### src/design/mvf_pkg.sv
// mvf_pkg: shared types and constants of the mother vertex finder
// no dependencies; used by mvf_cell and mother_vertex_finder
package mvf_pkg;

  typedef enum logic [1:0] {
    ACT_CLEAR = 2'd0,
    ACT_ADD   = 2'd1,
    ACT_FIND  = 2'd2,
    ACT_NONE  = 2'd3
  } action_e;

  localparam int unsigned VertexW     = 4;
  localparam int unsigned CountW      = 5;
  localparam int unsigned MaxResults  = 16;
  localparam logic [CountW-1:0] VertexCountReset = 5'd16;

  // control shared by every cell of the row ring
  typedef struct packed {
    logic clr;
    logic shift;
  } cell_ctl_t;

endpackage

### src/design/mvf_cell.sv
// mvf_cell: one adjacency row of the ring; clears, sets an edge bit or takes its neighbor's row
// depends on mvf_pkg (cell_ctl_t)
module mvf_cell #(
  parameter int unsigned W = 16
) (
  input  logic                    clk_i,
  input  logic                    rst_ni,
  input  mvf_pkg::cell_ctl_t      ctl_i,
  input  logic                    add_i,
  input  logic [$clog2(W)-1:0]    col_i,
  input  logic [W-1:0]            row_i,
  output logic [W-1:0]            row_o
);

  logic [W-1:0] row_q, row_d;

  always_comb begin
    row_d = row_q;
    if (ctl_i.clr) begin
      row_d = '0;
    end else if (ctl_i.shift) begin
      row_d = row_i;
    end else if (add_i) begin
      row_d = row_q | (W'(1) << col_i);
    end
  end

  always_ff @(posedge clk_i or negedge rst_ni) begin
    if (!rst_ni) begin
      row_q <= '0;
    end else begin
      row_q <= row_d;
    end
  end

  assign row_o = row_q;

endmodule

### src/design/mother_vertex_finder.sv
// mother_vertex_finder: top level; ring of adjacency row cells and the find sequencer
// depends on mvf_pkg and mvf_cell
// clear and add leave the block idle; the next item is accepted in the following cycle.
// find: per candidate vertex one start state, up to n sweeps of the ring (one row
// passes the ring head per cycle) each closed by a check state, and one mother state per mother,
// then a finish state; the mother and finish states can wait on a stall on the result side.
// results leave through an output register; the block idles again once the last is loaded.
// reset (async, active low) clears the matrix at once and sets vertex_count to 16.
module mother_vertex_finder #(
  parameter int unsigned MAX_VERTICES = 16
) (
  input  logic        clk_i,
  input  logic        rst_ni,
  input  logic        s_axis_tvalid,
  output logic        s_axis_tready,
  input  logic [15:0] s_axis_tdata,  // action[1:0], edge_from[5:2], edge_to[9:6], zeros
  output logic        m_axis_tvalid,
  input  logic        m_axis_tready,
  output logic [7:0]  m_axis_tdata,  // vertex[3:0], found[4], zeros
  output logic        m_axis_tlast,  // last
  input  logic        cfg_valid_i,
  output logic        cfg_ready_o,
  input  logic [4:0]  cfg_data_i     // vertex_count
);

  localparam int unsigned N  = MAX_VERTICES;
  localparam int unsigned IW = $clog2(N);
  localparam int unsigned CW = $clog2(N + 1);

  typedef enum logic [5:0] {
    ST_IDLE   = 6'b000001,
    ST_NEXT   = 6'b000010,
    ST_SWEEP  = 6'b000100,
    ST_CHECK  = 6'b001000,
    ST_MOTHER = 6'b010000,
    ST_FINISH = 6'b100000
  } state_e;

  state_e state_q, state_d;

  logic [mvf_pkg::CountW-1:0] vcount_q;
  logic [CW-1:0]              n_q;
  logic [N-1:0]               mask_q, acc_q;
  logic [CW-1:0]              i_q;
  logic [IW-1:0]              step_q;
  logic                       changed_q;
  logic [IW-1:0]              pend_q;
  logic                       pend_valid_q;
  logic [mvf_pkg::CountW-1:0] cnt_q;

  logic                       out_valid_q;
  logic [mvf_pkg::VertexW-1:0] out_vertex_q;
  logic                       out_found_q, out_last_q;

  // input fields
  logic [1:0]                 in_action;
  logic [mvf_pkg::VertexW-1:0] in_from, in_to;
  logic                       in_fire;

  assign in_action = s_axis_tdata[1:0];
  assign in_from   = s_axis_tdata[5:2];
  assign in_to     = s_axis_tdata[9:6];
  assign in_fire   = s_axis_tvalid && s_axis_tready;

  assign s_axis_tready = (state_q == ST_IDLE);
  assign cfg_ready_o   = 1'b1;

  // ring of row cells
  logic [N-1:0]         rows [N];
  mvf_pkg::cell_ctl_t   cell_ctl;
  logic                 add_hit;
  logic [IW-1:0]        from_idx, to_idx;

  assign from_idx = IW'(in_from);
  assign to_idx   = IW'(in_to);
  assign add_hit  = in_fire && (in_action == mvf_pkg::ACT_ADD) &&
                    ({3'b000, in_from} < 7'(N)) && ({3'b000, in_to} < 7'(N));

  assign cell_ctl.clr   = in_fire && (in_action == mvf_pkg::ACT_CLEAR);
  assign cell_ctl.shift = (state_q == ST_SWEEP);

  for (genvar c = 0; c < N; c++) begin : g_cell
    mvf_cell #(.W(N)) u_cell (
      .clk_i  (clk_i),
      .rst_ni (rst_ni),
      .ctl_i  (cell_ctl),
      .add_i  (add_hit && (from_idx == IW'(c))),
      .col_i  (to_idx),
      .row_i  (rows[(c + 1) % N]),
      .row_o  (rows[c])
    );
  end

  // sweep datapath: row number step_q sits at the ring head
  logic [N-1:0] acc_sweep;
  logic         use_row, step_last, out_free, out_load;
  logic [CW-1:0] n_sat;
  logic [mvf_pkg::CountW-1:0] cnt_inc;

  assign use_row   = acc_q[step_q] && mask_q[step_q];
  assign acc_sweep = use_row ? (acc_q | (rows[0] & mask_q)) : acc_q;
  assign step_last = (step_q == IW'(N - 1));
  assign out_free  = !out_valid_q || m_axis_tready;
  assign out_load  = out_free &&
                     (((state_q == ST_MOTHER) && pend_valid_q) || (state_q == ST_FINISH));
  assign cnt_inc   = cnt_q + 1'b1;
  assign n_sat     = ({2'b00, vcount_q} > 7'(N)) ? CW'(N) : CW'(vcount_q);

  always_comb begin
    state_d = state_q;
    unique case (state_q)
      ST_IDLE: begin
        if (in_fire && (in_action == mvf_pkg::ACT_FIND)) state_d = ST_NEXT;
      end
      ST_NEXT: begin
        state_d = (i_q < n_q) ? ST_SWEEP : ST_FINISH;
      end
      ST_SWEEP: begin
        if (step_last) state_d = ST_CHECK;
      end
      ST_CHECK: begin
        if (acc_q == mask_q) begin
          state_d = ST_MOTHER;
        end else if (changed_q) begin
          state_d = ST_SWEEP;
        end else begin
          state_d = ST_NEXT;
        end
      end
      ST_MOTHER: begin
        if (!pend_valid_q || out_free) begin
          state_d = (cnt_inc == mvf_pkg::CountW'(mvf_pkg::MaxResults)) ? ST_FINISH : ST_NEXT;
        end
      end
      ST_FINISH: begin
        if (out_free) state_d = ST_IDLE;
      end
      default: state_d = ST_IDLE;
    endcase
  end

  always_ff @(posedge clk_i or negedge rst_ni) begin
    if (!rst_ni) begin
      state_q      <= ST_IDLE;
      vcount_q     <= mvf_pkg::VertexCountReset;
      n_q          <= '0;
      mask_q       <= '0;
      acc_q        <= '0;
      step_q       <= '0;
      changed_q    <= 1'b0;
      pend_q       <= '0;
      pend_valid_q <= 1'b0;
      cnt_q        <= '0;
      i_q          <= '0;
      out_valid_q  <= 1'b0;
      out_vertex_q <= '0;
      out_found_q  <= 1'b0;
      out_last_q   <= 1'b0;
    end else begin
      state_q <= state_d;
      if (cfg_valid_i) vcount_q <= cfg_data_i;
      out_valid_q <= out_load || (out_valid_q && !m_axis_tready);

      unique case (state_q)
        ST_IDLE: begin
          if (in_fire && (in_action == mvf_pkg::ACT_FIND)) begin
            n_q          <= n_sat;
            for (int k = 0; k < N; k++) mask_q[k] <= (CW'(k) < n_sat);
            i_q          <= '0;
            cnt_q        <= '0;
            pend_valid_q <= 1'b0;
          end
        end
        ST_NEXT: begin
          acc_q     <= N'(1) << i_q;
          step_q    <= '0;
          changed_q <= 1'b0;
        end
        ST_SWEEP: begin
          acc_q     <= acc_sweep;
          changed_q <= changed_q || (acc_sweep != acc_q);
          step_q    <= step_last ? '0 : step_q + 1'b1;
        end
        ST_CHECK: begin
          changed_q <= 1'b0;
          if ((acc_q != mask_q) && !changed_q) i_q <= i_q + 1'b1;
        end
        ST_MOTHER: begin
          if (!pend_valid_q || out_free) begin
            // the previous mother is not the final one
            if (pend_valid_q) begin
              out_vertex_q <= mvf_pkg::VertexW'(pend_q);
              out_found_q  <= 1'b1;
              out_last_q   <= 1'b0;
            end
            pend_q       <= IW'(i_q);
            pend_valid_q <= 1'b1;
            cnt_q        <= cnt_inc;
            i_q          <= i_q + 1'b1;
          end
        end
        ST_FINISH: begin
          if (out_free) begin
            out_vertex_q <= pend_valid_q ? mvf_pkg::VertexW'(pend_q) : '0;
            out_found_q  <= pend_valid_q;
            out_last_q   <= 1'b1;
          end
        end
        default: ;
      endcase
    end
  end

  assign m_axis_tvalid = out_valid_q;
  assign m_axis_tdata  = {3'b000, out_found_q, out_vertex_q};
  assign m_axis_tlast  = out_last_q;

  // the ring must sit aligned whenever edges can be added
  assert property (@(posedge clk_i) disable iff (!rst_ni)
    (state_q == ST_IDLE) |-> (step_q == '0))
    else $error("row ring not aligned while idle");

  assert property (@(posedge clk_i) disable iff (!rst_ni)
    (state_q == ST_SWEEP) && step_last |=> (state_q == ST_CHECK))
    else $error("sweep did not end after a full ring turn");

  assert property (@(posedge clk_i) disable iff (!rst_ni)
    ((state_q == ST_SWEEP) || (state_q == ST_CHECK)) |-> ((acc_q & ~mask_q) == '0))
    else $error("reach set holds a vertex out of range");

  assert property (@(posedge clk_i) disable iff (!rst_ni)
    cnt_q <= mvf_pkg::CountW'(mvf_pkg::MaxResults))
    else $error("result count overflow");

  assert property (@(posedge clk_i) disable iff (!rst_ni)
    ((state_q == ST_MOTHER) || (state_q == ST_FINISH)) && out_valid_q && !m_axis_tready
    && pend_valid_q |=> $stable(out_vertex_q))
    else $error("waiting result overwritten");

endmodule
### config.mk
export PLATFORM = sky130hd
export DESIGN_NAME = mother_vertex_finder
export DESIGN_NICKNAME = d
export VERILOG_FILES = /design/src/design/mvf_pkg.sv /design/src/design/mvf_cell.sv /design/src/design/mother_vertex_finder.sv
export SDC_FILE = /design/constraint.sdc
export NUM_CORES = 1
export LEC_CHECK = 0
export BUFFER_PORTS_ARGS = -buffer_cell sky130_fd_sc_hd__buf_2
export CELL_PAD_IN_SITES_DETAIL_PLACEMENT = 0
export CELL_PAD_IN_SITES_GLOBAL_PLACEMENT = 1
export CORE_UTILIZATION = 35
export DETAILED_ROUTE_END_ITERATION = 12
export PLACE_DENSITY = 0.59
export SYNTH_ARGS = -nofsm -noshare
export SYNTH_HDL_FRONTEND = slang
export SYNTH_SLANG_ARGS = --single-unit
export TNS_END_PERCENT = 10
### constraint.sdc
create_clock -name clk_i -period 2.95 [get_ports clk_i]
set_clock_uncertainty 0.05 [all_clocks]
set_input_delay 0.1475 -clock clk_i [delete_from_list [all_inputs] [get_ports clk_i]]
set_output_delay 0.1475 -clock clk_i [all_outputs]
set_load 0.005 [all_outputs]
==> results by group <==
Floorplanning
  • Die width: 208 um
  • Die area: 0.0434 mm2
  • Placement row count: 75
  • Die height: 208 um
  • Initial Util: 35.6%
  • CORE AREA: 0.0419 mm2
  • Total I/O pin count: 38

Drt
  • Iteration-0 DRC Markers: 1042
  • Routed vias: 11100
  • Final wirelength: 42000 um
  • Avg WL per Cell: 21.7 um
  • Initial DRT Pass Iterations: 5
  • Post-route ant nets: 0
  • # DRC: 0
  • DR vias/cell: ~5.7

Synthesis
  • Top post-synthesis cells by area: dfrtp_1 (55%), o221a_2 (17%), nor2_1 (7.2%)
  • Fraction of registers with async set or reset after synthesis: between 90% and 100%
  • Avg Cell Area, Syn: between 10 and 15 um2
  • Post-Syn Area: 0.0149 mm2
  • YS warnings: 0
  • Top-area cell type share of the netlist area: 55.0%
  • Seq/Total Area, Yosys: between 50 and 60%
  • Post-synth EDFFs: 0
  • Most used DFF post-synth: dfrtp_1
  • Syn Inst Count: 1352
  • Synth Register Bits: 330
  • Yosys cell types: 53
  • Cell taking the most area after synthesis: dfrtp_1

Timing
  • Final Setup Violations: 0
  • Fin worst setup slack: 0.274 ns
  • Setup TNS: 0 ns
  • Max frequency: 0.374 GHz
  • Final hold violation count: 0
  • Worst-Margin Slew: 1.24 ns
  • RSZ-0062 raised after global routing: no
  • Max-slew violations: 0
  • Slew headroom: 17.3%
  • Min Tclk post-route: 2.68 ns
  • Period Utilization, post-route: 90.7%

Clock network
  • Clk_lat worst skew: 0.56 ns
  • CTS tree: built
  • Sinks on Clock Net: 330
  • H-tree levels: 2
  • CTS max path bufs: 3
  • CTS root buffer: clkbuf_16
  • Setup Buffers After CTS: 0
  • Cts bufs inserted: 38
  • Clk slew on worst S/H paths: around 0.060 ns

Layout
  • Post-layout util: 40.9%
  • Most frequent cells in the layout: dfrtp_1 (328), nor2_1 (285), o221a_2 (226)
  • Fin nets: 1408
  • Post-Layout Cell Count: 1936
  • N_diodes: 0
  • Area delta synth->final: 15.1%
  • Finished Cell Area: approximately 0.017 mm2
  • Layout cells sized above 1: 27.8%
  • Leading cell type in the layout, fill and taps excluded: dfrtp_1

Run
  • Max-cap violations: 0

Setup path
  • Crit path kind: reg -> reg
  • CP Cell Sequence: nor4_4, nand4_2, nor3_2, a21oi_2, buf_4, nor2_1, o221a_2
  • Worst Path Buf+Inv: 1
  • CP Launch Point: state_q[5]
  • CP Capture Type: register
  • Setup slack, reg-to-reg: 0.27 ns
  • Crit-path max FO: 10
  • Launch point of the worst reg-to-reg path: state_q[5]
  • Worst path slowest cell: nor4_4
  • Critical Path Start Type: register
  • CP max stage delay: roughly 0.45 ns
  • CP top delay family: simple AND/OR/NAND/NOR gates
  • CP Data Required Time: 3.38 ns
  • FF-to-FF End: g_cell[6].u_cell.row_o[10]
  • FF-to-FF path depth: 7
  • CP arrival: between 3 and 4 ns

Global route
  • GRT overflow: 0
  • Pin count of the biggest net entering global routing: 257
  • Overall routing resource usage: approximately a fifth
  • Vias in the first global route: between 10000 and 15000
  • Initial antenna violation count: 0
  • First-pass GRT wire length: 67800 um

Place
  • DP Area: between 0.015 and 0.02 mm2
  • I/O Buffers: 27
  • Place WS: 0.282 ns
  • Post-DP HPWL: 24700 um
  • Cells after DPL: 1853
  • Routability Congestion: 0.850

Power
  • Max IR drop VDD: approximately 470 uV
  • Leakage: ~0.0074 uW
  • PwrDens: 1010 mW/mm2

Status
  • Status: finished, final reports clean

Hold path
  • Worst Hold Class: in -> async
## cell usage after synthesis, types with 8 or more instances
| library cell | instances |
|---|---|
| ha_1 | 12 |
| a31oi_1 | 17 |
| xor2_1 | 18 |
| o221a_1 | 31 |
| nand3_1 | 22 |
| nor4_1 | 8 |
| a21oi_1 | 34 |
| and3_1 | 9 |
| nand2_1 | 70 |
| o221a_2 | 226 |
| nor2_1 | 285 |
| dfrtp_1 | 328 |
| clkbuf_1 | 102 |
| nor2b_1 | 10 |
| o22ai_1 | 10 |
| inv_1 | 14 |
| o21ai_0 | 52 |
| o211ai_1 | 9 |
## routing by layer
layer	up-vias	GRT usage (%)	part of all wire [%]
li1	5153	-	-
met1	5616	29.4	49
met2	227	29.5	45
met3	63	2.72	3.8
met4	0	6.79	2.6
met5	-	0	0
## metrics by stage
step	hold slack [ns]	power [uW]
floorplan	-0.198	10900
global placement	0.117	12600
detailed placement	0.120	12600
CTS	0.121	17500
global route	0.151	18400
finish	0.105	17300
## registers in the layout, summed over array words and instances, names as in the netlist, 4 cells and up
name                 flops
acc_q                   16
cnt_q                    5
g_cell.u_cell.row_o    256
i_q                      5
mask_q                  15
n_q                      5
out_vertex_q             4
pend_q                   4
state_q                  6
step_q                   4
vcount_q                 5
## worst reg2reg max path: cells and delay by family, from the launching register on
family                 cells  cell delay (ns)
AOI/OAI and AO/OA          2             0.41
buffers and inverters      1             0.28
DFF                        1             0.44
and+or+nand+nor            4             1.43
## logic make-up after synthesis
logic type      Yosys count  share of synthesized area, %
buf+inv                 129                          3.46
flops                   330                          55.4
xor+xnor                 18                          1.06
other cells               2                        0.0504
simple gates            441                          12.7
mux                       4                         0.294
fa+ha+maj                12                          1.01
compound gates          416                          26.0
## how the worst max path moves through the flow
stage	endpoint	slack (ns)	depth (start not counted)
floorplan	g_cell[4].u_cell.row_o[11]	0.75	9
global placement	g_cell[3].u_cell.row_o[15]	0.31	7
detailed placement	g_cell[3].u_cell.row_o[15]	0.28	7
CTS	g_cell[3].u_cell.row_o[15]	0.26	7
global route	g_cell[9].u_cell.row_o[5]	0.08	7
finish	g_cell[6].u_cell.row_o[10]	0.27	7
## area by class of cell
type                            count  area, um2
Clock buffer                       57       1100
Clock inverter                     10        119
Fill cell                        3970      24800
Inverter                           14       52.6
Multi-Input combinational cell    895       6220
Sequential cell                   330       8260
Tap cell                          539        674
Timing Repair Buffer               91        741
## power by group
group	internal (uW)	switching (uW)	total [uW]
logic	2290	2110	4400
clock network	2760	1950	4710
registers	6560	1630	8200
total	11600	5700	17300
## repair_timing
item	4_1_cts	5_1_grt
endpoints found under the hold margin	72	0
gates resized for setup	0	0
hold buffers	16	0
No activity file was read; power rests on OpenSTA's default activity.
